## src/hdl/hex_literal_scanner_with_comments_assert.svh

```systemverilog
// Assertion macros used by the scanner core, hlsc_scan.
`ifndef HEX_LITERAL_SCANNER_WITH_COMMENTS_ASSERT_SVH
`define HEX_LITERAL_SCANNER_WITH_COMMENTS_ASSERT_SVH

// a in this cycle implies b in the same cycle
`define HLSC_ASSERT_NOW(label, clk, rst_n, a, b) \
    label: assert property (@(posedge clk) disable iff (!rst_n) (a) |-> (b)) \
        else $error("hlsc assertion failed");

// a in this cycle implies b in the next cycle
`define HLSC_ASSERT_NEXT(label, clk, rst_n, a, b) \
    label: assert property (@(posedge clk) disable iff (!rst_n) (a) |=> (b)) \
        else $error("hlsc assertion failed");

`endif

```

## src/hdl/hlsc_pkg.sv

```systemverilog
`timescale 1ns / 1ps
package hlsc_pkg;

    typedef logic [2:0] t_mode;
    typedef logic [1:0] t_status;

    localparam t_mode MODE_NORMAL     = 3'd0;
    localparam t_mode MODE_SLASH      = 3'd1;
    localparam t_mode MODE_LINE       = 3'd2;
    localparam t_mode MODE_BLOCK      = 3'd3;
    localparam t_mode MODE_BLOCK_STAR = 3'd4;
    localparam t_mode MODE_ZERO       = 3'd5;
    localparam t_mode MODE_HEX        = 3'd6;

    localparam t_status STAT_STORED   = 2'd0;
    localparam t_status STAT_OVERFLOW = 2'd1;
    localparam t_status STAT_FULL     = 2'd2;

    localparam logic [7:0] CH_SLASH = 8'h2F;
    localparam logic [7:0] CH_STAR  = 8'h2A;
    localparam logic [7:0] CH_ZERO  = 8'h30;
    localparam logic [7:0] CH_NINE  = 8'h39;
    localparam logic [7:0] CH_LO_X  = 8'h78;
    localparam logic [7:0] CH_UP_X  = 8'h58;
    localparam logic [7:0] CH_LO_A  = 8'h61;
    localparam logic [7:0] CH_LO_F  = 8'h66;
    localparam logic [7:0] CH_UP_A  = 8'h41;
    localparam logic [7:0] CH_UP_F  = 8'h46;
    localparam logic [7:0] CH_LF    = 8'h0A;
    localparam logic [7:0] CH_CR    = 8'h0D;

    localparam logic [15:0] CAPACITY_RST = 16'hFFFF;

    typedef struct packed {
        logic        valid;
        logic [31:0] word_value;
        logic [15:0] word_index;
        t_status     status;
    } t_result;

    function automatic logic is_hex(input logic [7:0] c);
        return (c >= CH_ZERO && c <= CH_NINE) || (c >= CH_LO_A && c <= CH_LO_F) ||
               (c >= CH_UP_A && c <= CH_UP_F);
    endfunction

    function automatic logic [3:0] hex_value(input logic [7:0] c);
        logic [3:0] lo;
        lo = c[3:0];
        return (c >= CH_UP_A) ? lo + 4'd9 : lo;
    endfunction

endpackage

```

## src/hdl/hlsc_if.sv

```systemverilog
`timescale 1ns / 1ps
interface hlsc_in_if;
    logic       valid;
    logic       ready;
    logic [7:0] text_byte;
    logic       end_of_text;

    modport source (output valid, text_byte, end_of_text, input ready);
    modport sink (input valid, text_byte, end_of_text, output ready);
endinterface

interface hlsc_out_if;
    logic        valid;
    logic        ready;
    logic [31:0] word_value;
    logic [15:0] word_index;
    logic [1:0]  status;

    modport source (output valid, word_value, word_index, status, input ready);
    modport sink (input valid, word_value, word_index, status, output ready);
endinterface

```

## src/hdl/hlsc_scan.sv

```systemverilog
`timescale 1ns / 1ps
`include "hex_literal_scanner_with_comments_assert.svh"
module hlsc_scan
    import hlsc_pkg::*;
#(
    parameter int MAX_DIGITS = 8
) (
    input  logic        i_clk,
    input  logic        i_rst_n,
    input  logic        i_xfer,
    input  logic [7:0]  i_byte,
    input  logic        i_last,
    input  logic [15:0] i_capacity,
    output t_result     o_res
);

    localparam int CNT_W = $clog2(MAX_DIGITS + 2);
    localparam logic [CNT_W-1:0] CNT_MAX  = CNT_W'(MAX_DIGITS);
    localparam logic [CNT_W-1:0] CNT_OVER = CNT_W'(MAX_DIGITS + 1);

    t_mode            r_mode, n_mode;
    logic [CNT_W-1:0] r_cnt, n_cnt;
    logic [31:0]      r_acc, n_acc;
    logic [15:0]      r_wr_idx, n_wr_idx;
    t_result          res;

    always_comb begin
        n_mode   = r_mode;
        n_cnt    = r_cnt;
        n_acc    = r_acc;
        n_wr_idx = r_wr_idx;
        res      = '0;
        res.word_index = r_wr_idx;

        unique case (r_mode)
            MODE_SLASH: begin
                if (i_byte == CH_SLASH)
                    n_mode = MODE_LINE;
                else if (i_byte == CH_STAR)
                    n_mode = MODE_BLOCK;
                else if (i_byte == CH_ZERO)
                    n_mode = MODE_ZERO;
                else
                    n_mode = MODE_NORMAL;
            end
            MODE_LINE: begin
                if (i_byte == CH_LF || i_byte == CH_CR)
                    n_mode = MODE_NORMAL;
            end
            MODE_BLOCK: begin
                if (i_byte == CH_STAR)
                    n_mode = MODE_BLOCK_STAR;
            end
            MODE_BLOCK_STAR: begin
                n_mode = (i_byte == CH_SLASH) ? MODE_NORMAL : MODE_BLOCK;
            end
            MODE_ZERO: begin
                if (i_byte == CH_LO_X || i_byte == CH_UP_X) begin
                    n_mode = MODE_HEX;
                    n_cnt  = '0;
                    n_acc  = '0;
                end else begin
                    n_mode = MODE_NORMAL;
                end
            end
            MODE_HEX: begin
                if (is_hex(i_byte)) begin
                    if (r_cnt < CNT_MAX) begin
                        n_acc = {r_acc[27:0], hex_value(i_byte)};
                        n_cnt = r_cnt + 1'b1;
                    end else begin
                        n_cnt = CNT_OVER;
                    end
                end else begin
                    // terminator is consumed, literal closes
                    if (r_cnt > CNT_MAX) begin
                        res.valid  = 1'b1;
                        res.status = STAT_OVERFLOW;
                    end else if (r_cnt != '0) begin
                        res.valid = 1'b1;
                        if (r_wr_idx >= i_capacity) begin
                            res.status = STAT_FULL;
                        end else begin
                            res.status     = STAT_STORED;
                            res.word_value = r_acc;
                            n_wr_idx       = r_wr_idx + 16'd1;
                        end
                    end
                    n_mode = MODE_NORMAL;
                    n_cnt  = '0;
                    n_acc  = '0;
                end
            end
            default: begin
                if (i_byte == CH_SLASH)
                    n_mode = MODE_SLASH;
                else if (i_byte == CH_ZERO)
                    n_mode = MODE_ZERO;
                else
                    n_mode = MODE_NORMAL;
            end
        endcase

        if (i_last) begin
            n_mode   = MODE_NORMAL;
            n_cnt    = '0;
            n_acc    = '0;
            n_wr_idx = '0;
        end
    end

    always_ff @(posedge i_clk) begin
        if (!i_rst_n) begin
            r_mode   <= MODE_NORMAL;
            r_cnt    <= '0;
            r_acc    <= '0;
            r_wr_idx <= '0;
        end else if (i_xfer) begin
            r_mode   <= n_mode;
            r_cnt    <= n_cnt;
            r_acc    <= n_acc;
            r_wr_idx <= n_wr_idx;
        end
    end

    always_comb begin
        o_res       = res;
        o_res.valid = res.valid & i_xfer;
    end

    `HLSC_ASSERT_NEXT(a_last_clears, i_clk, i_rst_n, i_xfer && i_last, r_mode == MODE_NORMAL && r_wr_idx == '0 && r_cnt == '0)
    `HLSC_ASSERT_NEXT(a_store_advances, i_clk, i_rst_n, o_res.valid && o_res.status == STAT_STORED && !i_last, r_wr_idx == $past(r_wr_idx) + 16'd1)
    `HLSC_ASSERT_NOW(a_cnt_range, i_clk, i_rst_n, 1'b1, r_cnt <= CNT_OVER)
    `HLSC_ASSERT_NOW(a_idle_literal, i_clk, i_rst_n, r_mode != MODE_HEX, r_cnt == '0 && r_acc == '0)

endmodule

```

## src/hdl/hex_literal_scanner_with_comments.sv

```systemverilog
// A result is registered at the byte transfer that closes its literal and is presented in the next cycle.
// Throughput: one byte per cycle while the input is ready; the scan state and result register update in one pass.
// The input stays ready while the result register is empty or being drained.
// Reset (synchronous, active low): normal text mode, write index 0, capacity 65535,
// no result pending.
`timescale 1ns / 1ps
module hex_literal_scanner_with_comments
    import hlsc_pkg::*;
#(
    parameter int MAX_DIGITS = 8
) (
    input  logic        i_clk,
    input  logic        i_rst_n,
    input  logic        i_cfg_wr_en,
    input  logic [15:0] i_cfg_wr_data,
    hlsc_in_if.sink     i_in,
    hlsc_out_if.source  o_out
);

    logic [15:0] r_capacity;
    logic        r_out_valid;
    logic [31:0] r_word_value;
    logic [15:0] r_word_index;
    t_status     r_status;
    logic        in_xfer;
    t_result     res;

    assign i_in.ready = !r_out_valid || o_out.ready;
    assign in_xfer    = i_in.valid && i_in.ready;

    hlsc_scan #(
        .MAX_DIGITS (MAX_DIGITS)
    ) u_scan (
        .i_clk      (i_clk),
        .i_rst_n    (i_rst_n),
        .i_xfer     (in_xfer),
        .i_byte     (i_in.text_byte),
        .i_last     (i_in.end_of_text),
        .i_capacity (r_capacity),
        .o_res      (res)
    );

    always_ff @(posedge i_clk) begin
        if (!i_rst_n) begin
            r_capacity <= CAPACITY_RST;
        end else if (i_cfg_wr_en) begin
            r_capacity <= i_cfg_wr_data;
        end
    end

    always_ff @(posedge i_clk) begin
        if (!i_rst_n) begin
            r_out_valid <= 1'b0;
        end else if (in_xfer) begin
            r_out_valid <= res.valid;
        end else if (o_out.ready) begin
            r_out_valid <= 1'b0;
        end
    end

    always_ff @(posedge i_clk) begin
        if (res.valid) begin
            r_word_value <= res.word_value;
            r_word_index <= res.word_index;
            r_status     <= res.status;
        end
    end

    assign o_out.valid      = r_out_valid;
    assign o_out.word_value = r_word_value;
    assign o_out.word_index = r_word_index;
    assign o_out.status     = r_status;

endmodule

```

## src/flat_wrapper.sv

```systemverilog
// flat-port wrapper written by rule: the top's interface ports become plain ports
module hex_literal_scanner_with_comments_flat import hlsc_pkg::*;
#(
    parameter int MAX_DIGITS = 8
)
  (i_clk, i_rst_n, i_cfg_wr_en, i_cfg_wr_data, i_in_valid, i_in_text_byte, i_in_end_of_text, i_in_ready, o_out_valid, o_out_word_value, o_out_word_index, o_out_status, o_out_ready);
  hlsc_in_if i_in_i ();
  hlsc_out_if o_out_i ();
  input  logic i_clk;
  input  logic i_rst_n;
  input  logic i_cfg_wr_en;
  input  logic [15:0] i_cfg_wr_data;
  input wire logic [$bits(i_in_i.valid)-1:0] i_in_valid;
  input wire logic [$bits(i_in_i.text_byte)-1:0] i_in_text_byte;
  input wire logic [$bits(i_in_i.end_of_text)-1:0] i_in_end_of_text;
  output wire logic [$bits(i_in_i.ready)-1:0] i_in_ready;
  output wire logic [$bits(o_out_i.valid)-1:0] o_out_valid;
  output wire logic [$bits(o_out_i.word_value)-1:0] o_out_word_value;
  output wire logic [$bits(o_out_i.word_index)-1:0] o_out_word_index;
  output wire logic [$bits(o_out_i.status)-1:0] o_out_status;
  input wire logic [$bits(o_out_i.ready)-1:0] o_out_ready;
  assign i_in_i.valid = i_in_valid;
  assign i_in_i.text_byte = i_in_text_byte;
  assign i_in_i.end_of_text = i_in_end_of_text;
  assign i_in_ready = i_in_i.ready;
  assign o_out_valid = o_out_i.valid;
  assign o_out_word_value = o_out_i.word_value;
  assign o_out_word_index = o_out_i.word_index;
  assign o_out_status = o_out_i.status;
  assign o_out_i.ready = o_out_ready;
  hex_literal_scanner_with_comments #(.MAX_DIGITS(MAX_DIGITS)) u_core (.i_clk(i_clk), .i_rst_n(i_rst_n), .i_cfg_wr_en(i_cfg_wr_en), .i_cfg_wr_data(i_cfg_wr_data), .i_in(i_in_i), .o_out(o_out_i));
endmodule
```

## config.mk

```make
export PLATFORM = sky130hd
export DESIGN_NAME = hex_literal_scanner_with_comments_flat
export DESIGN_NICKNAME = d
export VERILOG_FILES = /design/src/hdl/hlsc_pkg.sv /design/src/hdl/hlsc_if.sv /design/src/hdl/hlsc_scan.sv /design/src/hdl/hex_literal_scanner_with_comments.sv /design/src/flat_wrapper.sv
export VERILOG_INCLUDE_DIRS = /design/src /design/src/hdl
export SDC_FILE = /design/constraint.sdc
export NUM_CORES = 1
export LEC_CHECK = 0
export ABC_AREA = 0
export BUFFER_PORTS_ARGS = -buffer_cell sky130_fd_sc_hd__buf_2
export CORE_ASPECT_RATIO = 0.7
export CORE_MARGIN = 2
export CORE_UTILIZATION = 55
export CTS_BUF_LIST = sky130_fd_sc_hd__clkbuf_8
export DETAILED_ROUTE_END_ITERATION = 7
export PLACE_DENSITY = 0.81
export SLEW_MARGIN = 20
export SYNTH_ARGS = -nofsm -noshare
export SYNTH_HDL_FRONTEND = slang
export SYNTH_HIERARCHICAL = 1
export SYNTH_SLANG_ARGS = --single-unit
```

## constraint.sdc

```tcl
create_clock -name i_clk -period 9 [get_ports i_clk]
set_clock_uncertainty 0.2 [all_clocks]
set_input_delay 1.35 -clock i_clk [delete_from_list [all_inputs] [get_ports i_clk]]
set_output_delay 1.35 -clock i_clk [all_outputs]
set_load 0.02 [all_outputs]
```

==> impl_results.md, run 1 <==
- #FFs+latches synth: 122
- Hold Buf Count CTS: 0
- Final worst path period share: 43.1%
- Ant diodes: 0
- Post-CTS setup buffer count: 0
- DRT Pass-1 Iters: 5
- Number of synthesized flops with an enable pin: 50
- CTS resizes: 0
- Pint: 0.866 mW
- Initial antenna violation count: 0
- Io pins: 82
- Placeable core region: 0.0103 sq mm
- Clock power share: 42.9%
- CP Capture Type: flop
- Critical path type: input port to flop
- Top-area cell type share of the netlist area: 26.1%
- Via density: 6.05
- Standard-cell row count: 31
- RSZ-0062 raised after global routing: false
- Max-cap check violation count: 0
- WL/cell: 17.0 um
- Die area: 0.0113 sq mm
- Biggest fanout along the worst timing path: 25
- PD cells: 168 mW/mm^2
- Die Wd: 126 um
- Comb pwr share: 4.8%
- Port bufs: 81
- Switching power: 0.238 mW
- Clock Path Buffers: 2
- CTS H-tree depth: 4
- FF-to-FF path depth: 9
- Worst skew pair latency: 0.42 ns
- WP data arrival: 3.99 ns
- Min Hold Slack: 0.270 ns
- Synth warnings: 6
- Leakage power: 2.68 nW
- Total CTS buffers: 17
- Fin. Hold Viols: 0
- DP Area: 0.00617 sq mm
- GPL Wtd Cong: 0.955
- FMAX: 258 MHz
- Reg-to-reg endpoint: u_core/u_scan/r_wr_idx[15]$_SDFFE_PN0P_
- Ys async rst share: 0%
- Register share of total power: 52.3%
- Origin of the critical flop-to-flop path: u_core/u_scan/r_cnt[0]$_SDFFE_PN0P_
- Sw Ratio: 21.6%
- Syn Nets: 594
- Starting DRT DRC Count: 471
- Largest cells by area after synthesis: edfxtp_1 (26%), dfxtp_1 (25%), ha_1 (5.2%)
- CP required: 9.11 ns
- Final worst slack: 5.12 ns
- Synth area leader: edfxtp_1
- Remaining DRCs: 0
- Primary FF master, synth: dfxtp_1
- Largest net degree at the start of global routing: 57
- Slew @ Worst Pin: 0.966 ns
- R2R setup slack: 5.99 ns
- Die height: 89.6 um
- Setup TNS: 0 ns
- CP startpoint kind: input port
- Layout overhead on the synthesized area: 14.2%
- Design Area, Final: 0.00658 sq mm
- Post-synthesis cell type count: 64
- Mapped Area: 0.00576 sq mm
- Post-place setup slack: 4.59 ns
- Sink Count: 122
- Gr usage total: 22.8%
- Total grt overflow: 0
- Worst setup path endpoint: u_core/u_scan/r_wr_idx[15]$_SDFFE_PN0P_
- Via count: 4558
- Hold Path Class: flop to flop
- WL final: 12800 um
- Average size of a mapped cell: 10.7 sq um
- Detail Route Antenna Nets: 0
- Rel. slew slack: 35.1%
- DP HPWL: 8540 um
- First-pass GRT wire length: 20500 um
- Starting Density: 56.0%
- Mapped Cells: 540
- Vias in the first global route: 4189
- Post-synthesis sequential area ratio: 51.1%
- Nets: 663
- Worst setup path start: i_in_text_byte[0]
- Pins Over Slew Limit: 0
- Final setup fails: 0
- Outcome: finished clean
- Final core occ: 64.0%
- Worst vdd ir: 0.105 mV
- Final min period: 3.88 ns
- CTS Root Cell: clkbuf_8
- CTS tree: built
- Ratio of cells with drive above 1 in the final layout: 20.7%
- Worst-path clk slew: 0.07 ns
critical path, stage by stage:
cell and delay, ns:
buf_2 0.11, inv_1 0.10, ha_1 0.24, o21bai_1 0.17, a211oi_2 0.14, or3b_1 0.46, nor2_2 0.59, buf_4 0.38
a41oi_1 0.14, o31a_1 0.29
synthesized netlist by cell type (4+ instances only):
cell type / n
nor3b_1: 7
and3_1: 40
clkbuf_1: 17
nand3_1: 19
nor4_1: 5
xnor2_1: 4
buf_2: 11
buf_6: 4
nor4b_1: 6
ha_1: 24
a21boi_1: 4
o211ai_1: 7
mux2i_1: 21
a22o_1: 31
a21oi_1: 10
nand2_1: 53
nand2b_1: 5
a41oi_1: 8
inv_1: 27
nor2_1: 16
nor2b_1: 7
dfxtp_1: 72
o21ai_0: 12
edfxtp_1: 50
nand4_1: 9
nor3_1: 8
a21boi_0: 4
state kept, by name (all words and copies together), names as in the netlist:
register,flops
u_core/o_out.status,2
u_core/o_out.valid,1
u_core/o_out.word_index,16
u_core/o_out.word_value,32
u_core/r_capacity,16
u_core/u_scan/r_acc,32
u_core/u_scan/r_cnt,4
u_core/u_scan/r_mode,3
u_core/u_scan/r_wr_idx,16
cell usage in the layout (no fill, tap or decap), drive strengths merged, types with 9 or more instances in the layout:
| master | instances |
|---|---|
| nand3 | 19 |
| mux2i | 21 |
| buf | 85 |
| inv | 32 |
| dfxtp | 72 |
| edfxtp | 50 |
| nand4 | 9 |
| o21ai | 15 |
| a22o | 31 |
| clkbuf | 22 |
| nand2 | 53 |
| and3 | 40 |
| a21oi | 10 |
| nor2 | 16 |
| ha | 24 |
final cells by class:
type | count | area [sq um]
Tap cell | 132 | 165
Clock inverter | 11 | 105
Sequential cell | 122 | 2940
Timing Repair Buffer | 86 | 443
Fill cell | 801 | 3700
Multi-Input combinational cell | 354 | 2530
Clock buffer | 21 | 289
Inverter | 28 | 105
kinds of logic (layout without fill, tap and decap cells):
kind of cell | Yosys count | after routing | share of synthesized area (%)
mux | 21 | 21 | 3.65
xor+xnor | 4 | 4 | 0.608
flops | 122 | 122 | 51.1
simple gates | 190 | 190 | 18.3
compound gates | 115 | 115 | 15.9
buf+inv | 64 | 146 | 5.28
fa+ha+maj | 24 | 24 | 5.21
power by group through the flow:
stage               logic (mW)  clock network [mW]  registers [mW]
finish                  0.0533               0.474           0.578
global route            0.0585               0.507           0.578
CTS                     0.0521               0.483           0.578
detailed placement      0.0517                   0           0.590
global placement        0.0487                   0           0.590
floorplan               0.0374                   0           0.589
metal layers:
metal	track usage, %	routed length (um)	vias up	part of all wire [%]
li1	-	-	2162	-
met1	31.4	5890	2159	46
met2	36.0	5830	218	45
met3	5.63	967	19	7.5
met4	7.49	154	0	1.2
met5	0	0	-	0
stage by stage:
| step | instances | power (mW) |
|---|---|---|
| floorplan | 540 | 0.627 |
| global placement | 721 | 0.638 |
| detailed placement | 721 | 0.642 |
| CTS | 753 | 1.11 |
| global route | 754 | 1.14 |
| finish | 754 | 1.10 |
worst min-delay path by stage:
stage          slack [ns]                                    to  cells past startpoint                            startpoint
2_1_floorplan        0.24  u_core/u_scan/r_acc[29]$_SDFFE_PN0P_                      1  u_core/u_scan/r_acc[29]$_SDFFE_PN0P_
3_5_place_dp         0.26    u_core/r_capacity[12]$_SDFFE_PN1P_                      2    u_core/r_capacity[12]$_SDFFE_PN1P_
4_1_cts              0.28    u_core/r_capacity[12]$_SDFFE_PN1P_                      2    u_core/r_capacity[12]$_SDFFE_PN1P_
5_1_grt              0.30     u_core/r_capacity[7]$_SDFFE_PN1P_                      2     u_core/r_capacity[7]$_SDFFE_PN1P_
3_3_place_gp         0.26  u_core/u_scan/r_acc[30]$_SDFFE_PN0P_                      1  u_core/u_scan/r_acc[30]$_SDFFE_PN0P_
6_report             0.27    u_core/r_capacity[12]$_SDFFE_PN1P_                      2    u_core/r_capacity[12]$_SDFFE_PN1P_
Power figures use the tool's default switching activity.
==> inputs of run 2 (changes only) <==
--- a/config.mk
+++ b/config.mk
@@ -10,10 +10,10 @@
 export BUFFER_PORTS_ARGS = -buffer_cell sky130_fd_sc_hd__buf_2
 export CORE_ASPECT_RATIO = 0.7
 export CORE_MARGIN = 2
-export CORE_UTILIZATION = 55
+export CORE_UTILIZATION = 54
 export CTS_BUF_LIST = sky130_fd_sc_hd__clkbuf_8
 export DETAILED_ROUTE_END_ITERATION = 7
-export PLACE_DENSITY = 0.81
+export PLACE_DENSITY = 0.83
 export SLEW_MARGIN = 20
 export SYNTH_ARGS = -nofsm -noshare
 export SYNTH_HDL_FRONTEND = slang
==> constraint.sdc (replaced) <==
create_clock -name i_clk -period 3.3 [get_ports i_clk]
set_clock_uncertainty 0.2 [all_clocks]
set_input_delay 0.495 -clock i_clk [delete_from_list [all_inputs] [get_ports i_clk]]
set_output_delay 0.495 -clock i_clk [all_outputs]
set_load 0.02 [all_outputs]
==> run 2 against run 1 <==
Compared with the run above:
- hold slack worse by 0.19 ns
- critical endpoint is now u_core/u_scan/r_wr_idx[5]$_SDFFE_PN0P_
- critical path depth down 1
- largest cell class unchanged
- clock-buffer cell count down 3
- wire length up 3.2%
- final cell count up 1.3%
==> impl_results.md, run 2 (synthesis gave the netlist of run 1 again) <==
- Outcome: finished clean
- CP max stage delay: 0.40 ns (-0.19 ns)
- R2R setup slack: 0.41 ns (-5.58 ns)
- Leakage power: 2.73 nW (+1.9%)
- FMAX: 346 MHz
- Hold EP: u_core/r_capacity[0]$_SDFFE_PN1P_
- Sink Count: 122 (unchanged)
- Placed cells: 732 (+1.5%)
- Clock Path Buffers: 2 (unchanged)
- Ratio of cells with drive above 1 in the final layout: 23.6% (+2.8 points)
- Worst-path clk slew: 0.07 ns (about the same)
- Final setup fails: 0 (unchanged)
- CP startpoint kind: flop
- Min Hold Slack: 0.0831 ns (-0.187 ns)
- Slew @ Worst Pin: 1.01 ns (+0.0470 ns)
- Ant diodes: 0 (unchanged)
- Post-CTS setup buffer count: 0 (unchanged)
- Biggest fanout along the worst timing path: 10 (-60%)
- RSZ-0062 raised after global routing: false
- DRT Pass-1 Iters: 5 (unchanged)
- Pins Over Slew Limit: 0 (unchanged)
- Final worst path period share: 87.6%
- Placeable core region: 0.0104 sq mm (+0.75%)
- Standard-cell row count: 31 (unchanged)
- Post-place setup slack: 0.107 ns (-4.48 ns)
- Final worst slack: 0.410 ns (-4.71 ns)
- CP required: 3.40 ns (-5.71 ns)
- Largest net degree at the start of global routing: 47 (-18%)
- GPL Wtd Cong: 0.912 (-4.5%)
- Via count: 4653 (+2.1%)
- CTS tree: built
- Nets: 673 (+1.5%)
- Final core occ: 65.4% (+1.5 points)
- Hold Startpoint: i_cfg_wr_data[0]
- Detail Route Antenna Nets: 0 (unchanged)
- Port bufs: 81 (unchanged)
- Via density: 6.09 (+0.75%)
- Hold Buf Count CTS: 0 (unchanged)
- PD cells: 465 mW/mm^2 (+180%)
- Worst vdd ir: 0.212 mV (+100%)
- Reg-to-reg endpoint: u_core/u_scan/r_wr_idx[5]$_SDFFE_PN0P_
- Total grt overflow: 0 (unchanged)
- Io pins: 82 (unchanged)
- WL final: 13300 um (+3.2%)
- Final instance count without filler cells: 764 (+1.3%)
- Initial antenna violation count: 0 (unchanged)
- Fin. Hold Viols: 0 (unchanged)
- Die Wd: 127 um (+0.89%)
- CTS Root Cell: clkbuf_8
- Origin of the critical flop-to-flop path: u_core/u_scan/r_wr_idx[0]$_SDFFE_PN0P_
- Hold path depth: 3 (+1)
- Design Area, Final: 0.00678 sq mm (+3.0%)
- CTS resizes: 0 (unchanged)
- Max-cap check violation count: 0 (unchanged)
- CP Capture Type: flop
- Die area: 0.0115 sq mm (+1.8%)
- Vias in the first global route: 4416 (+5.4%)
- CTS H-tree depth: 4 (unchanged)
- Hold Path Class: input port to flop
- Largest delay share family, worst path: compound AO/OA/AOI/OAI gates
- First-pass GRT wire length: 21700 um (+5.5%)
- WP data arrival: 2.99 ns (-1.00 ns)
- Max stage delay cell, worst path: o211ai_1
- Most common cell after layout, fill and taps aside: buf_2
- Die height: 90.4 um (+0.88%)
- Gr usage total: 23.3% (+0.53 points)
- Worst Path Buf+Inv: 2 (-1)
- FF-to-FF path depth: 9 (unchanged)
- Layout overhead on the synthesized area: 17.7%
- Total CTS buffers: 17 (unchanged)
- Rel. slew slack: 32.2% (-2.9 points)
- Starting Density: 55.6% (-0.42 points)
- Final min period: 2.89 ns
- Worst skew pair latency: 0.42 ns (about the same)
- DP Area: 0.00635 sq mm (+2.9%)
- Critical path type: flop to flop
- Crit-path cells: inv_1 -> ha_1 -> nand2b_1 -> a2111oi_0 -> or4_1 -> o211ai_1 -> buf_4 -> o41ai_1 -> o2bb2ai_1
- DP HPWL: 9200 um (+7.7%)
- Starting DRT DRC Count: 516 (+9.6%)
- Remaining DRCs: 0 (unchanged)
- Most frequent cells in the layout: buf_2 (81), dfxtp_1 (72), nand2_1 (53)
- WL/cell: 17.3 um (+1.8%)
## run 2: changes by cell type in the layout (fill, tap and decap cells not counted), moves of 2 or more
| cell | change |
|---|---|
| inv_1 | -4 |
| ha_1 | -2 |
| o21ai_0 | -2 |
| clkinvlp_4 | +2 |
| buf_4 | +10 |
| bufinv_16 | +2 |
| clkbuf_8 | -3 |
| ha_4 | +2 |
## run 2: cell type report
| type | count | area (sq um) |
|---|---|---|
| Tap cell | 132 | 165 |
| Multi-Input combinational cell | 354 | 2600 |
| Inverter | 28 | 109 |
| Clock inverter | 14 | 179 |
| Sequential cell | 122 | 2940 |
| Fill cell | 808 | 3580 |
| Clock buffer | 18 | 248 |
| Timing Repair Buffer | 96 | 531 |
## run 2: power by group
part / leakage [nW] / internal [mW] / switching, mW
combinational: 1.56 / 0.0599 / 0.0950
clock: 0.225 / 0.834 / 0.588
sequential: 0.941 / 1.57 / 0.00658
## run 2: per-layer routing
metal / up-vias / global-route usage, % / routed length, um
met5: - / 0 / 0
met1: 2230 / 31.8 / 6030
met3: 26 / 4.74 / 949
met2: 210 / 37.2 / 6090
met4: 0 / 7.97 / 181
li1: 2187 / - / -
## run 2: metrics by stage
stage          total power, mW  setup TNS [ns]
2_1_floorplan             1.72           -5.12
6_report                  3.15               0
4_1_cts                   3.16               0
5_1_grt                   3.24               0
3_5_place_dp              1.76               0
3_3_place_gp              1.75               0
## run 2: worst max path at each step
stage | from | to | slack, ns | cells past startpoint
3_5_place_dp | i_in_text_byte[0] | u_core/u_scan/r_wr_idx[5]$_SDFFE_PN0P_ | 0.11 | 10
3_3_place_gp | i_in_text_byte[0] | u_core/u_scan/r_wr_idx[7]$_SDFFE_PN0P_ | 0.24 | 9
2_1_floorplan | o_out_ready | u_core/o_out.status[0]$_DFFE_PP_ | -0.10 | 5
5_1_grt | u_core/u_scan/r_wr_idx[0]$_SDFFE_PN0P_ | u_core/u_scan/r_wr_idx[5]$_SDFFE_PN0P_ | 0.18 | 9
6_report | u_core/u_scan/r_wr_idx[0]$_SDFFE_PN0P_ | u_core/u_scan/r_wr_idx[5]$_SDFFE_PN0P_ | 0.41 | 9
4_1_cts | u_core/u_scan/r_wr_idx[0]$_SDFFE_PN0P_ | u_core/u_scan/r_wr_idx[5]$_SDFFE_PN0P_ | 0.41 | 9
## run 2: worst min-delay path: cells and delay by family
family	cells	cell delay, ns
buffers and inverters	1	0.07
multiplexers	1	0.05
AND/OR/NAND/NOR	1	0.06
